<file path="src/rtl/mmg_pkg.sv">
`timescale 1ns / 1ps

package mmg_pkg;

    // action codes
    localparam logic [3:0] ACT_COMMAND       = 4'd0;
    localparam logic [3:0] ACT_SESS_START    = 4'd1;
    localparam logic [3:0] ACT_SESS_DONE     = 4'd2;
    localparam logic [3:0] ACT_SESS_ABORT    = 4'd3;
    localparam logic [3:0] ACT_CUST_GONE     = 4'd4;
    localparam logic [3:0] ACT_SELFCHK_DONE  = 4'd5;
    localparam logic [3:0] ACT_CRITICAL      = 4'd6;
    localparam logic [3:0] ACT_BLOCKING      = 4'd7;
    localparam logic [3:0] ACT_ESTOP         = 4'd8;
    localparam logic [3:0] ACT_RECOVERY_DONE = 4'd9;
    localparam logic [3:0] ACT_HOME_DONE     = 4'd10;
    localparam logic [3:0] ACT_INIT          = 4'd11;

    // command codes
    localparam logic [3:0] CMD_START_WASH = 4'd1;
    localparam logic [3:0] CMD_STOP_WASH  = 4'd2;
    localparam logic [3:0] CMD_STOP_OP    = 4'd3;
    localparam logic [3:0] CMD_RESUME_OP  = 4'd4;
    localparam logic [3:0] CMD_MANUAL     = 4'd5;
    localparam logic [3:0] CMD_SELFCHECK  = 4'd6;
    localparam logic [3:0] CMD_RECOVER    = 4'd7;
    localparam logic [3:0] CMD_STOP_ALL   = 4'd8;

    // mode codes as seen on the result
    localparam logic [2:0] MD_INIT         = 3'd0;
    localparam logic [2:0] MD_STOPPED      = 3'd1;
    localparam logic [2:0] MD_IDLE         = 3'd2;
    localparam logic [2:0] MD_WASHING      = 3'd3;
    localparam logic [2:0] MD_ABORT_HOMING = 3'd4;
    localparam logic [2:0] MD_DONE         = 3'd5;
    localparam logic [2:0] MD_SELFCHECK    = 3'd6;
    localparam logic [2:0] MD_RECOVERING   = 3'd7;

    // reject reasons
    localparam logic [2:0] RJ_NONE       = 3'd0;
    localparam logic [2:0] RJ_UNKNOWN    = 3'd1;
    localparam logic [2:0] RJ_WRONG_MODE = 3'd2;
    localparam logic [2:0] RJ_ESTOP      = 3'd3;
    localparam logic [2:0] RJ_SERVICE    = 3'd4;
    localparam logic [2:0] RJ_NOT_READY  = 3'd5;

    // effects
    localparam logic [2:0] EFF_NONE       = 3'd0;
    localparam logic [2:0] EFF_START_WASH = 3'd1;
    localparam logic [2:0] EFF_STOP_WASH  = 3'd2;
    localparam logic [2:0] EFF_SELFCHECK  = 3'd3;
    localparam logic [2:0] EFF_MANUAL     = 3'd4;
    localparam logic [2:0] EFF_STOP_OUT   = 3'd5;
    localparam logic [2:0] EFF_STOP_ABORT = 3'd6;

    // permission entries
    localparam logic [1:0] PERM_NO   = 2'd0;
    localparam logic [1:0] PERM_YES  = 2'd1;
    localparam logic [1:0] PERM_COND = 2'd2;

    typedef enum logic [7:0] {
        MODE_OH_INIT         = 8'b0000_0001,
        MODE_OH_STOPPED      = 8'b0000_0010,
        MODE_OH_IDLE         = 8'b0000_0100,
        MODE_OH_WASHING      = 8'b0000_1000,
        MODE_OH_ABORT_HOMING = 8'b0001_0000,
        MODE_OH_DONE         = 8'b0010_0000,
        MODE_OH_SELFCHECK    = 8'b0100_0000,
        MODE_OH_RECOVERING   = 8'b1000_0000
    } t_mode_oh;

    typedef struct packed {
        logic [3:0] action;
        logic [3:0] command;
        logic       blocking_alarm_active;
        logic       entry_ready;
        logic       event_flag;
    } t_item;

    typedef struct packed {
        logic       verdict;
        logic [2:0] reject_reason;
        logic [2:0] effect;
        logic [2:0] mode;
        logic [2:0] prev_mode;
        logic       mode_changed;
        logic       estop_latched;
        logic       service_on;
        logic       stopping;
        logic       recovery_request;
        logic       home_request;
        logic       context_sync;
    } t_result;

    // machine context handed between the state registers and the decision logic
    typedef struct packed {
        logic [2:0] mode;
        logic       estop;
        logic       service;
    } t_ctx;

    // 2-bit entry per mode, mode m at bits [2m+1:2m]
    function automatic logic [1:0] perm_lookup(input logic [3:0] cmd, input logic [2:0] mode);
        logic [15:0] row;
        unique case (cmd)
            CMD_START_WASH: row = 16'h0020;
            CMD_STOP_WASH:  row = 16'h0040;
            CMD_STOP_OP:    row = 16'h0414;
            CMD_RESUME_OP:  row = 16'h5554;
            CMD_MANUAL:     row = 16'h0008;
            CMD_SELFCHECK:  row = 16'h0008;
            CMD_RECOVER:    row = 16'h0018;
            CMD_STOP_ALL:   row = 16'h5554;
            default:        row = 16'h0000;
        endcase
        return row[{mode, 1'b0} +: 2];
    endfunction

    function automatic logic [2:0] grant_effect(input logic [3:0] cmd);
        logic [2:0] eff;
        unique case (cmd)
            CMD_START_WASH: eff = EFF_START_WASH;
            CMD_STOP_WASH:  eff = EFF_STOP_WASH;
            CMD_MANUAL:     eff = EFF_MANUAL;
            CMD_SELFCHECK:  eff = EFF_SELFCHECK;
            default:        eff = EFF_NONE;
        endcase
        return eff;
    endfunction

    function automatic t_mode_oh mode_to_oh(input logic [2:0] mode);
        return t_mode_oh'(8'b0000_0001 << mode);
    endfunction

    function automatic logic [2:0] oh_to_mode(input t_mode_oh oh);
        logic [2:0] m;
        m = 3'd0;
        for (int k = 0; k < 8; k++) begin
            if (oh[k]) begin
                m = m | 3'(k);
            end
        end
        return m;
    endfunction

endpackage

</file>
<file path="src/rtl/mmg_decide.sv">
`timescale 1ns / 1ps

module mmg_decide import mmg_pkg::*; (
    input  t_item   i_item,
    input  t_ctx    i_ctx,
    output t_result o_res,
    output t_ctx    o_ctx
);

    logic [2:0] prev;
    logic [2:0] reason;
    logic [1:0] perm;
    logic       known;
    logic [3:0] cmd;
    t_ctx       nxt;
    t_result    res;

    assign prev  = i_ctx.mode;
    assign cmd   = i_item.command;
    assign known = (cmd != 4'd0) && (cmd <= CMD_STOP_ALL);
    assign perm  = perm_lookup(cmd, prev);

    always_comb begin
        priority if (!known) begin
            reason = RJ_UNKNOWN;
        end else if (perm == PERM_NO) begin
            reason = RJ_WRONG_MODE;
        end else if (perm == PERM_COND && i_ctx.estop) begin
            reason = RJ_ESTOP;
        end else if (cmd == CMD_START_WASH && !i_ctx.service) begin
            reason = RJ_SERVICE;
        end else if (cmd == CMD_START_WASH && i_item.blocking_alarm_active) begin
            reason = RJ_WRONG_MODE;
        end else if (cmd == CMD_START_WASH && !i_item.entry_ready) begin
            reason = RJ_NOT_READY;
        end else if (cmd == CMD_RECOVER && !i_ctx.service) begin
            reason = RJ_SERVICE;
        end else if (cmd == CMD_RESUME_OP && i_ctx.service) begin
            reason = RJ_WRONG_MODE;
        end else begin
            reason = RJ_NONE;
        end
    end

    always_comb begin
        nxt = i_ctx;
        res = '0;
        res.verdict = 1'b1;
        unique case (i_item.action)
            ACT_COMMAND: begin
                res.reject_reason = reason;
                if (reason != RJ_NONE) begin
                    res.verdict = 1'b0;
                end else begin
                    res.effect = grant_effect(cmd);
                    unique case (cmd)
                        CMD_SELFCHECK: nxt.mode = MD_SELFCHECK;
                        CMD_RECOVER: begin
                            if (prev == MD_STOPPED) begin
                                nxt.mode             = MD_RECOVERING;
                                res.recovery_request = 1'b1;
                            end
                        end
                        CMD_STOP_OP: begin
                            nxt.service      = 1'b0;
                            nxt.mode         = MD_STOPPED;
                            res.context_sync = 1'b1;
                        end
                        CMD_RESUME_OP: begin
                            nxt.service      = 1'b1;
                            res.context_sync = 1'b1;
                        end
                        CMD_STOP_ALL: begin
                            res.effect = (prev == MD_WASHING) ? EFF_STOP_ABORT : EFF_STOP_OUT;
                            nxt.mode   = MD_STOPPED;
                        end
                        default: ;
                    endcase
                end
            end
            ACT_SESS_START: if (prev == MD_IDLE) nxt.mode = MD_WASHING;
            ACT_SESS_DONE: begin
                if (prev == MD_WASHING) begin
                    nxt.mode = i_item.blocking_alarm_active ? MD_STOPPED : MD_DONE;
                end
            end
            ACT_SESS_ABORT: begin
                if (prev == MD_WASHING) begin
                    nxt.mode         = MD_ABORT_HOMING;
                    res.home_request = 1'b1;
                end
            end
            ACT_CUST_GONE:    if (prev == MD_DONE) nxt.mode = MD_IDLE;
            ACT_SELFCHK_DONE: if (prev == MD_SELFCHECK) nxt.mode = MD_STOPPED;
            ACT_CRITICAL, ACT_BLOCKING: begin
                // alarms do not interrupt a wash, homing or recovery
                if (prev != MD_WASHING && prev != MD_ABORT_HOMING && prev != MD_RECOVERING) begin
                    nxt.mode = MD_STOPPED;
                end
            end
            ACT_ESTOP: begin
                nxt.estop = i_item.event_flag;
                if (i_item.event_flag) begin
                    nxt.mode = MD_STOPPED;
                end else begin
                    res.context_sync = 1'b1;
                end
            end
            ACT_RECOVERY_DONE: begin
                if (prev == MD_RECOVERING) begin
                    nxt.mode = i_item.event_flag ? MD_IDLE : MD_STOPPED;
                end
            end
            ACT_HOME_DONE: if (prev == MD_ABORT_HOMING) nxt.mode = MD_STOPPED;
            ACT_INIT: begin
                nxt.mode    = MD_STOPPED;
                nxt.estop   = 1'b0;
                nxt.service = 1'b1;
            end
            default: ;
        endcase

        res.mode          = nxt.mode;
        res.prev_mode     = prev;
        res.mode_changed  = (nxt.mode != prev);
        res.estop_latched = nxt.estop;
        res.service_on    = nxt.service;
        res.stopping      = (nxt.mode == MD_INIT) || (nxt.mode == MD_STOPPED) ||
                            (nxt.mode == MD_RECOVERING) || (nxt.mode == MD_ABORT_HOMING) ||
                            (nxt.mode == MD_SELFCHECK) || !nxt.service;
    end

    assign o_res = res;
    assign o_ctx = nxt;

endmodule

</file>
<file path="src/rtl/machine_mode_guard_fsm_core.sv">
`timescale 1ns / 1ps
// Mode guard for the wash machine: eight operating modes, estop latch and
// service-enable flag.
// Input channel (i_in_valid / o_in_stall / i_in): one beat per command or
// event. Output channel (o_out_valid / i_out_stall / o_out): exactly one
// result beat per input beat, in order.
// A beat taken into the input register is judged against the mode registers
// and its result is loaded into the result register that drives o_out.
// Throughput: one beat per cycle while o_in_stall is low; the mode and flag
// registers update in the same edge that loads the result, so the next beat
// always sees the state left by the one before it.
// When the receiver stalls, the result register holds; the input register
// keeps taking one more beat, then o_in_stall rises until the result drains.
// Reset (i_rst_n low, synchronous): both pipeline slots empty, mode init,
// estop clear, service enabled.

module machine_mode_guard_fsm_core import mmg_pkg::*; (
    input  logic    i_clk,
    input  logic    i_rst_n,
    input  logic    i_in_valid,
    output logic    o_in_stall,
    input  t_item   i_in,
    output logic    o_out_valid,
    input  logic    i_out_stall,
    output t_result o_out
);

    logic     r_in_valid;
    t_item    r_in;
    logic     r_out_valid;
    t_result  r_out;
    t_mode_oh r_mode;
    logic     r_estop;
    logic     r_service;

    logic     out_free;
    logic     move;
    logic     in_take;
    t_ctx     cur_ctx;
    t_ctx     n_ctx;
    t_result  n_out;

    assign out_free = !r_out_valid || !i_out_stall;
    assign move     = r_in_valid && out_free;
    assign in_take  = i_in_valid && !o_in_stall;

    assign o_in_stall  = r_in_valid && !out_free;
    assign o_out_valid = r_out_valid;
    assign o_out       = r_out;

    assign cur_ctx.mode    = oh_to_mode(r_mode);
    assign cur_ctx.estop   = r_estop;
    assign cur_ctx.service = r_service;

    mmg_decide u_decide (
        .i_item (r_in),
        .i_ctx  (cur_ctx),
        .o_res  (n_out),
        .o_ctx  (n_ctx)
    );

    always_ff @(posedge i_clk) begin
        if (!i_rst_n) begin
            r_in_valid  <= 1'b0;
            r_out_valid <= 1'b0;
            r_mode      <= MODE_OH_INIT;
            r_estop     <= 1'b0;
            r_service   <= 1'b1;
        end else begin
            if (in_take) begin
                r_in_valid <= 1'b1;
            end else if (move) begin
                r_in_valid <= 1'b0;
            end
            if (move) begin
                r_out_valid <= 1'b1;
                r_mode      <= mode_to_oh(n_ctx.mode);
                r_estop     <= n_ctx.estop;
                r_service   <= n_ctx.service;
            end else if (out_free) begin
                r_out_valid <= 1'b0;
            end
        end
    end

    always_ff @(posedge i_clk) begin
        if (in_take) begin
            r_in <= i_in;
        end
        if (move) begin
            r_out <= n_out;
        end
    end

    // the mode register stays one-hot
    a_mode_onehot: assert property (@(posedge i_clk) disable iff (!i_rst_n)
        $onehot(r_mode))
        else $error("mode register not one-hot");

    // a freshly loaded result reports the mode now held in the state registers
    a_result_matches_state: assert property (@(posedge i_clk) disable iff (!i_rst_n)
        move |=> (r_out.mode == oh_to_mode(r_mode)) && (r_out.estop_latched == r_estop)
                 && (r_out.service_on == r_service))
        else $error("result disagrees with state registers");

    // a denied command has no effect and leaves the mode alone
    a_denied_no_effect: assert property (@(posedge i_clk) disable iff (!i_rst_n)
        (r_out_valid && !r_out.verdict) |->
            (r_out.effect == EFF_NONE) && !r_out.mode_changed && (r_out.reject_reason != RJ_NONE))
        else $error("denied command changed state");

    // state only moves when a beat passes into the result register
    a_state_holds: assert property (@(posedge i_clk) disable iff (!i_rst_n)
        !move |=> $stable(r_mode) && $stable(r_estop) && $stable(r_service))
        else $error("state changed without a beat");

endmodule

</file>
<file path="config.mk">
export PLATFORM = sky130hd
export DESIGN_NAME = machine_mode_guard_fsm_core
export DESIGN_NICKNAME = d
export VERILOG_FILES = /design/src/rtl/mmg_pkg.sv /design/src/rtl/mmg_decide.sv /design/src/rtl/machine_mode_guard_fsm_core.sv
export SDC_FILE = /design/constraint.sdc
export NUM_CORES = 1
export LEC_CHECK = 0
export BUFFER_PORTS_ARGS = -buffer_cell sky130_fd_sc_hd__buf_2
export CAP_MARGIN = 20
export CORE_ASPECT_RATIO = 1.4
export CORE_MARGIN = 1.5
export CORE_UTILIZATION = 50
export CTS_BUF_LIST = sky130_fd_sc_hd__clkbuf_8 sky130_fd_sc_hd__clkbuf_16
export DETAILED_ROUTE_END_ITERATION = 6
export PLACE_DENSITY = 0.73
export SETUP_SLACK_MARGIN = 0.1
export SLEW_MARGIN = 40
export SYNTH_ARGS = -nofsm -noshare
export SYNTH_HDL_FRONTEND = slang
export SYNTH_SLANG_ARGS = --single-unit
</file>
<file path="constraint.sdc">
create_clock -name i_clk -period 2.5 [get_ports i_clk]
set_clock_uncertainty 0.15 [all_clocks]
set_input_delay 0.5 -clock i_clk [delete_from_list [all_inputs] [get_ports i_clk]]
set_output_delay 0.5 -clock i_clk [all_outputs]
set_load 0.02 [all_outputs]
</file>
==> flow_summary.ini <==
[final_layout]
final_core_util = 0.7860
syn2layout_area_growth_pct = 52.21
instances_no_fill = 505
nets = 455
diodes = 0
fin_area_um2 = 4312
drive_gt1_frac = 0.4989

[routing]
routed_wl_mm = 10.02
drc = 0
dr.pass1.iters = 5
via_count = 3142
viasPerCell = 6.222
detail-route-antenna-nets = 0
wl_per_cell_um = 19.84
drtIter0Drc = 350

[clocking]
cts_made_buffers = 5
cts_buffer_depth = 2
holdBufCountCts = 0
clkSlewWorstSetupHoldPaths_ns = 0.10
clk_latency_ns = 0.31
cts.sinks = 48
htree_levels = 2
root_buffer = clkbuf_8
cts_tree = done

[grt]
grt_util_all_layers = 0.2920
antenna_found_initial = 0
grt-ovfl-total = 0
grt_start_max_net_pins = 20
grt_pass1_wl_mm = 13.52
grt_pass1_vias = 2859

[placed_design]
post-place-ws_ns = -0.2639
place_congestion = 0.9536
dp.cells = 468
hpwl_mm = 6.224
placedInstanceArea_um2 = 3626
io_buffer_count = 36

[sta]
timing.final.ws_setup_ns = -0.2668
period_needed_ns = 2.767
drv_slew = 0
fmax_ghz = 0.3614
finalHoldViolations = 0
tns_ns = -3.010
rsz0062_at_grt = true
max_slew_margin = 0.6813
final-setup-viol-count = 15
holdWs_ns = 0.2117
tightestPinTransition_ns = 0.4781
min_period_over_period = 1.107

[run_status]
status = finished with violations
failed_checks = setup timing

[logic_synthesis]
synth_flop_cell = edfxtp_1
ys_seq_elements = 48
netlist_top_cells_count = nand2_1 (32), edfxtp_1 (31), nor2_1 (28)
syn_inst = 302
synth_edf_count = 31
synthArstFlopShare = 0
synth-warning-count = 0
syn_area_um2 = 2833
syn_nets = 321
synthDistinctLibCells = 63
synth_area_leaders = edfxtp_1 (33%), dfxtp_1 (12%), nand2_1 (4.2%), nor2_1 (3.7%), nand3_1 (2.7%)
avgSynthCellArea_um2 = 9.380
yosysSeqAreaShare = 0.4488
synth.most_common_cell = nand2_1
synth_top_area_frac = 0.3286
synth_top_area_cell = edfxtp_1

[setup_path]
critPathMaxFanout = 3
endpoint_kind = flop
criticalPathCategory = reg2reg
critPathRequiredTime_ns = 2.43
critPathLaunchType = flop
cp.arrival_ns = 2.70
reg2reg_slack_ns = -0.27

[die]
pin_count = 37
core_area_um2 = 5485
initial_utilization = 0.5164
die_area_um2 = 6133
die_w_um = 66.62
die_height_um = 92.06
num_rows = 32

[power]
irDropWorstVdd_mv = 0.4392
leakage_nw = 1.849
power.density_nw_per_um2 = 430.2
power_mw = 1.855

[worst_hold_path]
hold_class = in2reg

[run]
cap_violations = 0
==> routing by layer <==
metal	up-vias	part of all wire	GRT usage
li1	1399	-	-
met1	1490	0.37	0.3431
met2	191	0.49	0.5000
met3	62	0.072	0.03926
met4	0	0.060	0.1599
met5	-	0	0
==> cell families after synthesis <==
family          share of synthesized area
xor+xnor                         0.009277
simple gates                       0.2376
compound gates                     0.2262
fa+ha+maj                         0.01767
flops                              0.4488
mux                               0.01811
buf+inv                           0.04240
==> cell type report <==
type / count / area (um2)
Multi-Input combinational cell: 225 / 1738
Sequential cell: 48 / 1290
Fill cell: 339 / 1174
Timing Repair Buffer: 142 / 1037
Clock buffer: 6 / 93.84
Tap cell: 68 / 85.08
Inverter: 14 / 52.55
Clock inverter: 2 / 15.01
==> final timing paths <==
path | start | to | cells past startpoint
hold / removal | i_in[10] | r_in[10] | 1
hold reg to reg | r_in_valid | o_out_valid | 2
setup reg to reg | r_in[5] | o_out[3] | 9
setup / recovery | r_in[5] | o_out[3] | 9
==> worst max-delay path, cell delays in order (launching register included) <==
cell,delay [ns]
edfxtp_1,0.43
buf_4,0.19
o31ai_4,0.30
nand3_4,0.12
nor3_4,0.26
buf_4,0.15
o211ai_1,0.13
or4b_4,0.62
nand3_4,0.11
o21ai_2,0.06
==> repair_timing <==
| action | 4_1_cts | 5_1_grt |
|---|---|---|
| buffers inserted | 8 | 21 |
| pin swaps | 4 | 29 |
| setup endpoints to repair | 16 | 16 |
| gates resized for setup | 28 | 54 |
==> power by group <==
part	internal (mW)	leakage (nW)	total, mW	switching (mW)
Clock	0.262	0.0573	0.543	0.281
Sequential	0.882	0.433	0.903	0.0217
Combinational	0.176	1.36	0.409	0.232
Total	1.32	1.85	1.86	0.535
==> cell usage in the layout (no fill, tap or decap), drive strengths merged, types with 3 or more instances in the layout <==
cell type,netlist,routed
a211oi,4,4
a21o,5,5
a21oi,13,13
and2,5,5
and3,6,6
buf,4,142
clkbuf,11,6
dfxtp,17,17
edfxtp,31,31
ha,4,4
inv,14,16
mux2i,4,4
nand2,32,32
nand2b,5,5
nand3,15,15
nor2,30,30
nor2b,7,7
nor3,9,9
nor4,6,6
o211ai,6,6
o21a,4,4
o21ai,18,18
o22ai,3,3
o31a,3,3
o31ai,9,9
or2,3,3
(Power assumes the default switching activity.)
